File: config.mk
export PLATFORM = sky130hd
export DESIGN_NAME = circular_indexed_deque
export DESIGN_NICKNAME = d
export VERILOG_FILES = /design/src/cid_pkg.sv /design/src/cid_ram.sv /design/src/cid_ctrl.sv /design/src/cid_datapath.sv /design/src/circular_indexed_deque.sv
export VERILOG_INCLUDE_DIRS = /design/src /design/src/src
export SDC_FILE = /design/constraint.sdc
export NUM_CORES = 1
export LEC_CHECK = 0
export ABC_AREA = 1
export ABC_CLOCK_PERIOD_IN_PS = 6800
export BUFFER_PORTS_ARGS = -buffer_cell sky130_fd_sc_hd__clkbuf_2
export CORE_UTILIZATION = 56
export DETAILED_ROUTE_END_ITERATION = 16
export MAX_ROUTING_LAYER = met4
export PLACE_DENSITY = 0.76
export SYNTH_ARGS = -nofsm -noshare
export SYNTH_HDL_FRONTEND = slang
export SYNTH_SLANG_ARGS = --single-unit
File: constraint.sdc
create_clock -name clk -period 6.8 [get_ports clk]
set_input_delay 2.04 -clock clk [delete_from_list [all_inputs] [get_ports clk]]
set_output_delay 2.04 -clock clk [all_outputs]
set_load 0.02 [all_outputs]
File: src/circular_indexed_deque_defines.svh
// Assertion macros shared by the circular indexed deque RTL.
// Expects clk and rst_n in the scope of each use; no other dependencies.
`ifndef CIRCULAR_INDEXED_DEQUE_DEFINES_SVH
`define CIRCULAR_INDEXED_DEQUE_DEFINES_SVH

// Check a property at every rising clock edge outside reset.
`define CID_ASSERT(lbl, prop, msg) \
    lbl: assert property (@(posedge clk) disable iff (!rst_n) prop) \
        else $error(msg);

// Check that a condition never holds outside reset.
`define CID_ASSERT_NEVER(lbl, expr, msg) \
    `CID_ASSERT(lbl, !(expr), msg)

`endif

File: src/cid_pkg.sv
// Shared types and codes for the circular indexed deque.
// No dependencies; used by the controller, datapath and top level.
`default_nettype none

package cid_pkg;

    // Command codes
    localparam logic [1:0] CMD_GET = 2'd0;
    localparam logic [1:0] CMD_SET = 2'd1;
    localparam logic [1:0] CMD_INS = 2'd2;
    localparam logic [1:0] CMD_REM = 2'd3;

    // Status codes
    localparam logic [1:0] STS_OK    = 2'd0;
    localparam logic [1:0] STS_FULL  = 2'd1;
    localparam logic [1:0] STS_RANGE = 2'd2;

    // Controller to datapath commands
    typedef struct packed {
        logic capture;  // latch the request fields
        logic look;     // read the addressed entry
        logic load;     // keep the old entry, load the shift engine
        logic step;     // run one shift move
        logic fin;      // commit pointers, final write, post the result
    } ctl_t;

    // Datapath to controller status
    typedef struct packed {
        logic mv_done;  // no shift moves left to issue
    } sts_t;

endpackage

`default_nettype wire

File: src/cid_ram.sv
// Generic single-write, single-read RAM with registered read data.
// No dependencies.
`default_nettype none

module cid_ram #(
    parameter int WIDTH = 32,
    parameter int DEPTH = 16
) (
    input  logic                     clk,
    input  logic                     we,
    input  logic [$clog2(DEPTH)-1:0] waddr,
    input  logic [WIDTH-1:0]         wdata,
    input  logic [$clog2(DEPTH)-1:0] raddr,
    output logic [WIDTH-1:0]         rdata
);

    logic [WIDTH-1:0] mem_reg [DEPTH];
    logic [WIDTH-1:0] rdata_reg;

    // Write port and registered read port
    always_ff @(posedge clk)
    begin
        if (we)
        begin
            mem_reg[waddr] <= wdata;
        end
        rdata_reg <= mem_reg[raddr];
    end

    assign rdata = rdata_reg;

endmodule

`default_nettype wire

File: src/cid_ctrl.sv
// Sequencing state machine of the circular indexed deque.
// Depends on cid_pkg and circular_indexed_deque_defines.svh.
`default_nettype none
`include "circular_indexed_deque_defines.svh"

module cid_ctrl (
    input  logic          clk,
    input  logic          rst_n,
    input  logic          start,
    output logic          busy,
    input  cid_pkg::sts_t sts,
    output cid_pkg::ctl_t ctl
);

    import cid_pkg::*;

    localparam logic [2:0] S_IDLE = 3'd0;
    localparam logic [2:0] S_LOOK = 3'd1;
    localparam logic [2:0] S_DATA = 3'd2;
    localparam logic [2:0] S_MOVE = 3'd3;
    localparam logic [2:0] S_FIN  = 3'd4;

    logic [2:0] state_reg;
    logic [2:0] state_next;

    // Advance through look, data, move and finish for each request
    always_comb
    begin
        state_next = state_reg;
        ctl        = '0;
        case (state_reg)
            S_IDLE:
            begin
                if (start)
                begin
                    ctl.capture = 1'b1;
                    state_next  = S_LOOK;
                end
            end
            S_LOOK:
            begin
                ctl.look   = 1'b1;
                state_next = S_DATA;
            end
            S_DATA:
            begin
                ctl.load   = 1'b1;
                state_next = S_MOVE;
            end
            S_MOVE:
            begin
                ctl.step = 1'b1;
                if (sts.mv_done)
                begin
                    state_next = S_FIN;
                end
            end
            S_FIN:
            begin
                ctl.fin    = 1'b1;
                state_next = S_IDLE;
            end
            default:
            begin
                state_next = S_IDLE;
            end
        endcase
    end

    // Hold the state
    always_ff @(posedge clk or negedge rst_n)
    begin
        if (!rst_n)
        begin
            state_reg <= S_IDLE;
        end
        else
        begin
            state_reg <= state_next;
        end
    end

    assign busy = (state_reg != S_IDLE);

    `CID_ASSERT(a_accept_to_look, (state_reg == S_IDLE && start) |=> (state_reg == S_LOOK), "accepted request did not start a lookup")
    `CID_ASSERT(a_move_holds, (state_reg == S_MOVE && !sts.mv_done) |=> (state_reg == S_MOVE), "shift left before all moves were done")
    `CID_ASSERT(a_ctl_onehot, $onehot0({ctl.capture, ctl.look, ctl.load, ctl.step, ctl.fin}), "more than one datapath command at once")
    `CID_ASSERT(a_fin_to_idle, (state_reg == S_FIN) |=> (state_reg == S_IDLE), "finish did not return to idle")

endmodule

`default_nettype wire

File: src/cid_datapath.sv
// Datapath of the circular indexed deque: request decode, ring pointers,
// shift engine and result registers. Depends on cid_pkg, cid_ram and
// circular_indexed_deque_defines.svh.
`default_nettype none
`include "circular_indexed_deque_defines.svh"

module cid_datapath #(
    parameter int DEPTH       = 16,
    parameter int VALUE_WIDTH = 32
) (
    input  logic                           clk,
    input  logic                           rst_n,
    input  cid_pkg::ctl_t                  ctl,
    output cid_pkg::sts_t                  sts,
    input  logic [1:0]                     cmd,
    input  logic [$clog2(DEPTH+1):0]       index,
    input  logic [VALUE_WIDTH-1:0]         value,
    output logic                           done,
    output logic [VALUE_WIDTH-1:0]         data_out,
    output logic [1:0]                     status,
    output logic [$clog2(DEPTH+1)-1:0]     count
);

    import cid_pkg::*;

    localparam int AW = $clog2(DEPTH);
    localparam int CW = $clog2(DEPTH+1);
    localparam int PW = CW + 1;

    localparam logic signed [PW+1:0] DEPTH_S  = (PW+2)'(DEPTH);
    localparam logic signed [PW-1:0] ZERO_S   = '0;
    localparam logic signed [PW-1:0] ONE_S    = PW'(1);
    localparam logic signed [PW-1:0] MINUS1_S = '1;

    localparam logic [2:0] KIND_ERR = 3'd0;
    localparam logic [2:0] KIND_GET = 3'd1;
    localparam logic [2:0] KIND_SET = 3'd2;
    localparam logic [2:0] KIND_INS = 3'd3;
    localparam logic [2:0] KIND_REM = 3'd4;

    // Physical slot of a logical position in -1..DEPTH
    function automatic logic [AW-1:0] phys(input logic [AW-1:0] f,
                                           input logic signed [PW-1:0] pos);
        logic signed [PW+1:0] s;
        s = $signed({{(PW+2-AW){1'b0}}, f}) + $signed({{2{pos[PW-1]}}, pos});
        if (s < 0)
        begin
            s = s + DEPTH_S;
        end
        else if (s >= DEPTH_S)
        begin
            s = s - DEPTH_S;
        end
        return s[AW-1:0];
    endfunction

    // Request fields and results
    logic [1:0]              cmd_reg;
    logic signed [PW-1:0]    idx_reg;
    logic [VALUE_WIDTH-1:0]  val_reg;
    logic [VALUE_WIDTH-1:0]  old_reg;
    logic [VALUE_WIDTH-1:0]  data_out_reg;
    logic [1:0]              status_reg;
    logic                    done_reg;

    // Ring state
    logic [CW-1:0]           count_reg;
    logic [CW-1:0]           count_next;
    logic [AW-1:0]           front_reg;
    logic [AW-1:0]           front_next;

    // Shift engine
    logic signed [PW-1:0]    dst_reg;
    logic signed [PW-1:0]    dst_next;
    logic [CW-1:0]           cnt_reg;
    logic [CW-1:0]           cnt_next;
    logic                    step_dn_reg;
    logic                    step_dn_next;
    logic                    wr_pend_reg;
    logic                    wr_pend_next;
    logic [AW-1:0]           wr_addr_reg;
    logic signed [PW-1:0]    src_pos;

    // Decode
    logic signed [PW-1:0]    n_s;
    logic signed [PW-1:0]    half_s;
    logic signed [PW-1:0]    ipos;
    logic signed [PW-1:0]    dst0;
    logic signed [PW-1:0]    m0;
    logic                    step_dn0;
    logic                    in_rng;
    logic                    ins_rng;
    logic                    is_m1;
    logic                    is_n;
    logic                    full;
    logic                    ins_back;
    logic                    rem_back;
    logic                    front_side;
    logic [2:0]              kind;
    logic [1:0]              err_code;
    logic [AW-1:0]           fin_addr;

    // Memory port
    logic                    ram_we;
    logic [AW-1:0]           ram_waddr;
    logic [VALUE_WIDTH-1:0]  ram_wdata;
    logic [AW-1:0]           ram_raddr;
    logic [VALUE_WIDTH-1:0]  ram_rdata;

    cid_ram #(
        .WIDTH (VALUE_WIDTH),
        .DEPTH (DEPTH)
    ) u_ram (
        .clk   (clk),
        .we    (ram_we),
        .waddr (ram_waddr),
        .wdata (ram_wdata),
        .raddr (ram_raddr),
        .rdata (ram_rdata)
    );

    // Classify the request against the current count
    always_comb
    begin
        n_s     = $signed({1'b0, count_reg});
        half_s  = $signed({2'b00, count_reg[CW-1:1]});
        in_rng  = !idx_reg[PW-1] && (idx_reg < n_s);
        ins_rng = !idx_reg[PW-1] && (idx_reg <= n_s);
        is_m1   = (idx_reg == MINUS1_S);
        is_n    = (idx_reg == n_s);
        full    = (count_reg == CW'(DEPTH));
        kind     = KIND_ERR;
        err_code = STS_RANGE;
        ipos     = idx_reg;
        case (cmd_reg)
            CMD_GET:
            begin
                if (in_rng)
                begin
                    kind = KIND_GET;
                end
            end
            CMD_SET:
            begin
                if (in_rng)
                begin
                    kind = KIND_SET;
                end
                else if (is_m1 || is_n)
                begin
                    ipos = is_m1 ? ZERO_S : n_s;
                    if (full)
                    begin
                        err_code = STS_FULL;
                    end
                    else
                    begin
                        kind = KIND_INS;
                    end
                end
            end
            CMD_INS:
            begin
                if (ins_rng)
                begin
                    if (full)
                    begin
                        err_code = STS_FULL;
                    end
                    else
                    begin
                        kind = KIND_INS;
                    end
                end
            end
            default:
            begin
                if (in_rng)
                begin
                    kind = KIND_REM;
                end
            end
        endcase
    end

    // Pick the shift side and the run of moves
    always_comb
    begin
        ins_back   = (ipos == n_s) || (ipos > half_s);
        rem_back   = (idx_reg != ZERO_S) &&
                     ((idx_reg == n_s - ONE_S) || (idx_reg > half_s));
        front_side = 1'b0;
        dst0       = ZERO_S;
        m0         = ZERO_S;
        step_dn0   = 1'b0;
        case (kind)
            KIND_INS:
            begin
                if (ins_back)
                begin
                    dst0     = n_s;
                    m0       = n_s - ipos;
                    step_dn0 = 1'b1;
                end
                else
                begin
                    front_side = 1'b1;
                    dst0       = MINUS1_S;
                    m0         = ipos;
                end
            end
            KIND_REM:
            begin
                dst0 = idx_reg;
                if (rem_back)
                begin
                    m0 = n_s - ONE_S - idx_reg;
                end
                else
                begin
                    front_side = 1'b1;
                    m0         = idx_reg;
                    step_dn0   = 1'b1;
                end
            end
            default:
            begin
                front_side = 1'b0;
            end
        endcase
        fin_addr = (kind == KIND_INS) ?
                   phys(front_reg, front_side ? (ipos - ONE_S) : ipos) :
                   phys(front_reg, idx_reg);
    end

    // Shift engine: read the source, write it to the destination in the next cycle
    always_comb
    begin
        src_pos      = step_dn_reg ? (dst_reg - ONE_S) : (dst_reg + ONE_S);
        dst_next     = dst_reg;
        cnt_next     = cnt_reg;
        step_dn_next = step_dn_reg;
        wr_pend_next = wr_pend_reg;
        if (ctl.load)
        begin
            dst_next     = dst0;
            cnt_next     = m0[CW-1:0];
            step_dn_next = step_dn0;
            wr_pend_next = 1'b0;
        end
        else if (ctl.step)
        begin
            wr_pend_next = (cnt_reg != '0);
            if (cnt_reg != '0)
            begin
                dst_next = src_pos;
                cnt_next = cnt_reg - CW'(1);
            end
        end
    end

    // Memory address and write selection
    always_comb
    begin
        ram_raddr = '0;
        ram_we    = 1'b0;
        ram_waddr = wr_addr_reg;
        ram_wdata = ram_rdata;
        if (ctl.look && in_rng)
        begin
            ram_raddr = phys(front_reg, idx_reg);
        end
        else if (ctl.step && (cnt_reg != '0))
        begin
            ram_raddr = phys(front_reg, src_pos);
        end
        if (ctl.step && wr_pend_reg)
        begin
            ram_we = 1'b1;
        end
        else if (ctl.fin && (kind == KIND_SET || kind == KIND_INS))
        begin
            ram_we    = 1'b1;
            ram_waddr = fin_addr;
            ram_wdata = val_reg;
        end
    end

    // Commit count and front pointer
    always_comb
    begin
        count_next = count_reg;
        front_next = front_reg;
        if (ctl.fin)
        begin
            if (kind == KIND_INS)
            begin
                count_next = count_reg + CW'(1);
                if (front_side)
                begin
                    front_next = phys(front_reg, MINUS1_S);
                end
            end
            else if (kind == KIND_REM)
            begin
                count_next = count_reg - CW'(1);
                if (count_reg == CW'(1))
                begin
                    front_next = '0;
                end
                else if (front_side)
                begin
                    front_next = phys(front_reg, ONE_S);
                end
            end
        end
    end

    // Control registers
    always_ff @(posedge clk or negedge rst_n)
    begin
        if (!rst_n)
        begin
            count_reg   <= '0;
            front_reg   <= '0;
            cnt_reg     <= '0;
            step_dn_reg <= 1'b0;
            wr_pend_reg <= 1'b0;
            done_reg    <= 1'b0;
        end
        else
        begin
            count_reg   <= count_next;
            front_reg   <= front_next;
            cnt_reg     <= cnt_next;
            step_dn_reg <= step_dn_next;
            wr_pend_reg <= wr_pend_next;
            done_reg    <= ctl.fin;
        end
    end

    // Payload registers
    always_ff @(posedge clk)
    begin
        if (ctl.capture)
        begin
            cmd_reg <= cmd;
            idx_reg <= $signed(index);
            val_reg <= value;
        end
        if (ctl.load)
        begin
            old_reg <= ram_rdata;
        end
        if (ctl.step && (cnt_reg != '0))
        begin
            wr_addr_reg <= phys(front_reg, dst_reg);
        end
        dst_reg <= dst_next;
        if (ctl.fin)
        begin
            status_reg   <= (kind == KIND_ERR) ? err_code : STS_OK;
            data_out_reg <= (kind == KIND_GET || kind == KIND_SET || kind == KIND_REM) ?
                            old_reg : '0;
        end
    end

    assign sts.mv_done = (cnt_reg == '0);
    assign done        = done_reg;
    assign data_out    = data_out_reg;
    assign status      = status_reg;
    assign count       = count_reg;

    `CID_ASSERT_NEVER(a_count_bound, count_reg > CW'(DEPTH), "entry count above capacity")
    `CID_ASSERT(a_empty_front, (count_reg == '0) |-> (front_reg == '0), "empty store with front pointer off zero")
    `CID_ASSERT(a_count_on_fin, !ctl.fin |=> $stable(count_reg), "entry count changed outside finish")
    `CID_ASSERT(a_done_after_fin, done_reg |-> $past(ctl.fin), "result strobe without a finish")

endmodule

`default_nettype wire

File: src/circular_indexed_deque.sv
// Circular indexed deque: a ring of DEPTH values addressed by logical position,
// taking get, set, insert and remove requests. A request is accepted at a rising
// edge with start high and busy low; its result appears on data_out, status and
// count, marked by done high for exactly one cycle, and cannot be held off by the
// receiver. A request shifts M entries toward the nearer end, one slot per
// cycle through the store's single read and single write port, where M is zero
// for get, set, errors and inserts or removes at either end, and at most about
// count/2 otherwise. No clearing pass is needed after reset.
// Depends on cid_pkg, cid_ctrl, cid_datapath and cid_ram.
`default_nettype none

module circular_indexed_deque #(
    parameter int DEPTH       = 16,
    parameter int VALUE_WIDTH = 32
) (
    input  logic                       clk,
    input  logic                       rst_n,
    input  logic                       start,
    output logic                       busy,
    input  logic [1:0]                 cmd,
    input  logic [$clog2(DEPTH+1):0]   index,
    input  logic [VALUE_WIDTH-1:0]     value,
    output logic                       done,
    output logic [VALUE_WIDTH-1:0]     data_out,
    output logic [1:0]                 status,
    output logic [$clog2(DEPTH+1)-1:0] count
);

    import cid_pkg::*;

    ctl_t ctl;
    sts_t sts;

    // Sequence each request
    cid_ctrl u_ctrl (
        .clk   (clk),
        .rst_n (rst_n),
        .start (start),
        .busy  (busy),
        .sts   (sts),
        .ctl   (ctl)
    );

    // Hold the ring, shift entries and post results
    cid_datapath #(
        .DEPTH       (DEPTH),
        .VALUE_WIDTH (VALUE_WIDTH)
    ) u_datapath (
        .clk      (clk),
        .rst_n    (rst_n),
        .ctl      (ctl),
        .sts      (sts),
        .cmd      (cmd),
        .index    (index),
        .value    (value),
        .done     (done),
        .data_out (data_out),
        .status   (status),
        .count    (count)
    );

endmodule

`default_nettype wire
==> qor.csv <==
metric,value,unit
number of enable-type register cells in the synthesized netlist,626,
fin. max-slew vios,0,
number of top-level pins,84,
Net Sw Frac,36.34,%
highest attainable clock frequency,158.3,MHz
placed cell count,2953,
violation count after the first detailed-routing iteration,1655,
net total in the final layout,2460,
Hold Path Class,flop to flop,
insertion delay to the later sink of the worst-skew pair,0.60,ns
Final min period,6.317,ns
top post-synthesis cells by count,"edfxtp_1 (626), nor2_1 (490), o21ai_0 (282)",
Yosys top cell by area,edfxtp_1,
Gate Count Post-Synth,2279,
via count,18158,
number of global-route vias before repair,17643,
gate family responsible for the most delay along the worst path,simple AND/OR/NAND/NOR gates,
post-detailed-routing wire length,65.49,mm
number of setup buffers added after CTS,0,
"Warnings, synthesis",0,
cell with the largest stage delay on the worst path,edfxtp_1,
cell internal power dissipation,8.967,mW
part of the total power dissipated in sequential elements,40.8,%
Syn Area/Cell,12.31,um^2
CTS tree,yes,
Clk network pwr share,25.6,%
Pwr Density,444.1,nW/um^2
combinational share of power,33.5,%
floorplan core area,49150,um^2
WP data arrival,6.59,ns
classification of the worst setup path,flop to flop,
largest net degree at the start of global routing,257,
IO Port Bufs,83,
DRC violations left,0,
final std cells w/o fill,3075,
switching component of the power,5.119,mW
top-count cell post-synth,edfxtp_1,
Crit path required time,7.07,ns
count of maximum capacitance violations,0,
outcome,"finished, final reports clean",
Die X,225.8,um
Starting Density,57.07,%
Root Driver,clkbuf_16,
wire length of the first global-routing pass,100.5,mm
Area Growth Syn to Fin,13.07,%
sort of element at the start of the critical path,flop,
Post-DRT Antenna Nets,0,
Slowest Stage Delay on Critical Path,0.54,ns
number of search-and-repair iterations in the first detailed-routing pass,5,
weighted congestion at the end of routability-driven global placement,0.8935,
GRT Util Overall,27.00,%
count of different cell masters after synthesis,50,
static leakage,11.13,nW
number of buffers and inverters on the critical path,7,
post-synthesis cell area,28050,um^2
number of antenna violations at the first check in global routing,0,
top area cells in the synthesized netlist,"edfxtp_1 (67%), nor2_1 (6.6%), o21ai_0 (5.0%)",
headroom to the max-slew limit,20.07,%
hold violation count in the final report,0,
skew final,0.02290,ns
critical path endpoint category,flop,
setup repair after global routing missed its margin,false,
number of endpoints failing setup at the final stage,0,
clock transition at the registers of the reported paths,0.07,ns
"Seq/Total Area, Yosys",71.09,%
uppermost routed layer,met4,
Longest Clk Path Bufs,3,
full die area,50990,um^2
diode count,0,
footprint of the multi-input gates,7341,um^2
final critical-path share of the clock period,92.89,%
Vias per Instance,5.905,
Seq. cell area,19940,um^2
routed length on met2,31.69,mm
CTS Hold Buffers Added,0,
mean routed wirelength per cell,21.30,um
number of sinks handled by clock tree synthesis,678,
primary flip-flop cell chosen by synthesis mapping,edfxtp_1,
clock buffer count from CTS,68,
total global routing overflow,0,
wire length on met1,27.35,mm
number of flip-flops in the largest register,512,
estimated wirelength of the detail-placed design,38.00,mm
maximum fanout encountered on the critical timing path,13,
Synth async-reset ratio,2.950,%
number of nets produced by synthesis,2380,
H-tree levels,3,
Rows,81,
final-layout fill cell count,3466,
Chip Height,225.8,um
fraction of final layout cells with drive strength greater than 1,12.32,%
length of routed met3 wiring,4.811,mm
synthesis-stage register bit count,678,
final sum of negative setup slack,0,ns
share of the synthesized area in the top cell type,67.02,%
transition time at the pin with the least slew margin,1.199,ns
Peak supply drop,0.3491,mV
-- routing by layer --
metal / track usage, % / vias to the layer above
met5: - / -
met4: 8.690 / 0
met3: 4.437 / 128
met2: 42.90 / 832
met1: 35.71 / 8897
li1: - / 8301
-- final timing paths --
path / cells past startpoint / from / end / slack, ns
max: 35 / u_datapath.idx_reg[3]$_DFFE_PP_ / u_datapath.u_ram.mem_reg[13][18]$_DFFE_PP_ / 0.48
min: 0 / u_datapath.u_ram.rdata[12]$_DFF_P_ / u_datapath.old_reg[12]$_DFFE_PN_ / 0.43
max reg2reg: 35 / u_datapath.idx_reg[3]$_DFFE_PP_ / u_datapath.u_ram.mem_reg[13][18]$_DFFE_PP_ / 0.48
min reg2reg: 0 / u_datapath.u_ram.rdata[12]$_DFF_P_ / u_datapath.old_reg[12]$_DFFE_PN_ / 0.43
max in group asynchronous: 1 / rst_n / u_datapath.done$_DFF_PN0_ / 4.92
min in group asynchronous: 1 / rst_n / u_datapath.count[0]$_DFFE_PN0P_ / 1.45
-- what timing repair did --
item                       CTS  global route
setup endpoints to repair    0           512
hold endpoints to repair     0             0
resized for setup            0             2
-- worst reg2reg max path, delay by kind of cell, from the launching register on --
family | cells | cell delay (ns)
simple gates | 18 | 2.53
xor+xnor | 2 | 0.32
fa+ha+maj | 4 | 1.23
compound gates | 4 | 0.55
flops | 1 | 0.54
buf+inv | 7 | 0.82
-- cell families (layout without fill, tap and decap cells) --
logic type,after synthesis,after routing,synth area share (%)
fa+ha+maj,58,58,2.801
simple gates,798,798,11.58
mux,1,1,0.05351
xor+xnor,31,31,0.9680
compound gates,476,476,10.12
buf+inv,237,369,3.390
flops,678,678,71.09
-- power by group through the flow --
stage / clock network [mW] / logic [mW] / registers [mW]
2_1_floorplan: 0 / 3.09 / 5.81
6_report: 3.61 / 4.72 / 5.75
5_1_grt: 3.81 / 5.19 / 5.79
4_1_cts: 3.65 / 4.70 / 5.75
3_5_place_dp: 0 / 4.66 / 5.83
3_3_place_gp: 0 / 4.53 / 5.81
-- through the flow --
stage | power (mW) | hold slack (ns) | util [%] | cell area (um^2) | worst slack [ns]
final | 14.09 | 0.4292 | 64.53 | 31720 | 0.4834
after global placement | 10.34 | 0.4111 | 60.13 | 29560 | 0.4347
after global routing | 14.79 | 0.4338 | 64.53 | 31720 | 0.01463
after detailed placement | 10.50 | 0.4135 | 60.13 | 29560 | 0.2941
after floorplan | 8.907 | 0.4086 | - | 28050 | 0.03667
after CTS | 14.10 | 0.4279 | 64.52 | 31710 | 0.2197
-- placed cells by master (no fill, tap or decap), types with 3 or more instances in the layout --
cell          n
dfrtp_1      20
clkinv_8      3
clkinv_1      9
xnor2_1      12
clkbuf_1     19
o32ai_1      55
o21ai_0     280
nor3_1        6
nand2_2      12
edfxtp_1    626
or2_2         6
fa_1          8
clkinv_2     12
dfxtp_1      32
clkbuf_2     83
nor4_1        3
o211ai_1     68
inv_2         8
nand3_2       8
o21ai_2       4
nand4_1       4
ha_1         50
bufinv_16     4
buf_4        28
clkbuf_8      3
xor2_1       19
a21oi_1      32
buf_12       19
inv_1       105
o21ai_1      17
nor2_4       20
clkbuf_16    70
nor2_1      472
nand3_1      65
o221ai_1      4
clkinvlp_4    3
nand2_1     192
-- final cells by class --
type / instances / area share [%]
inverter: 117 / 1.400
timing repair buffer: 130 / 3.172
clock buffer: 92 / 5.878
clock inverter: 30 / 0.9192
multi-input combinational: 1364 / 23.14
sequential: 678 / 62.87
tap: 664 / 2.619
Power figures use the tool's default switching activity.
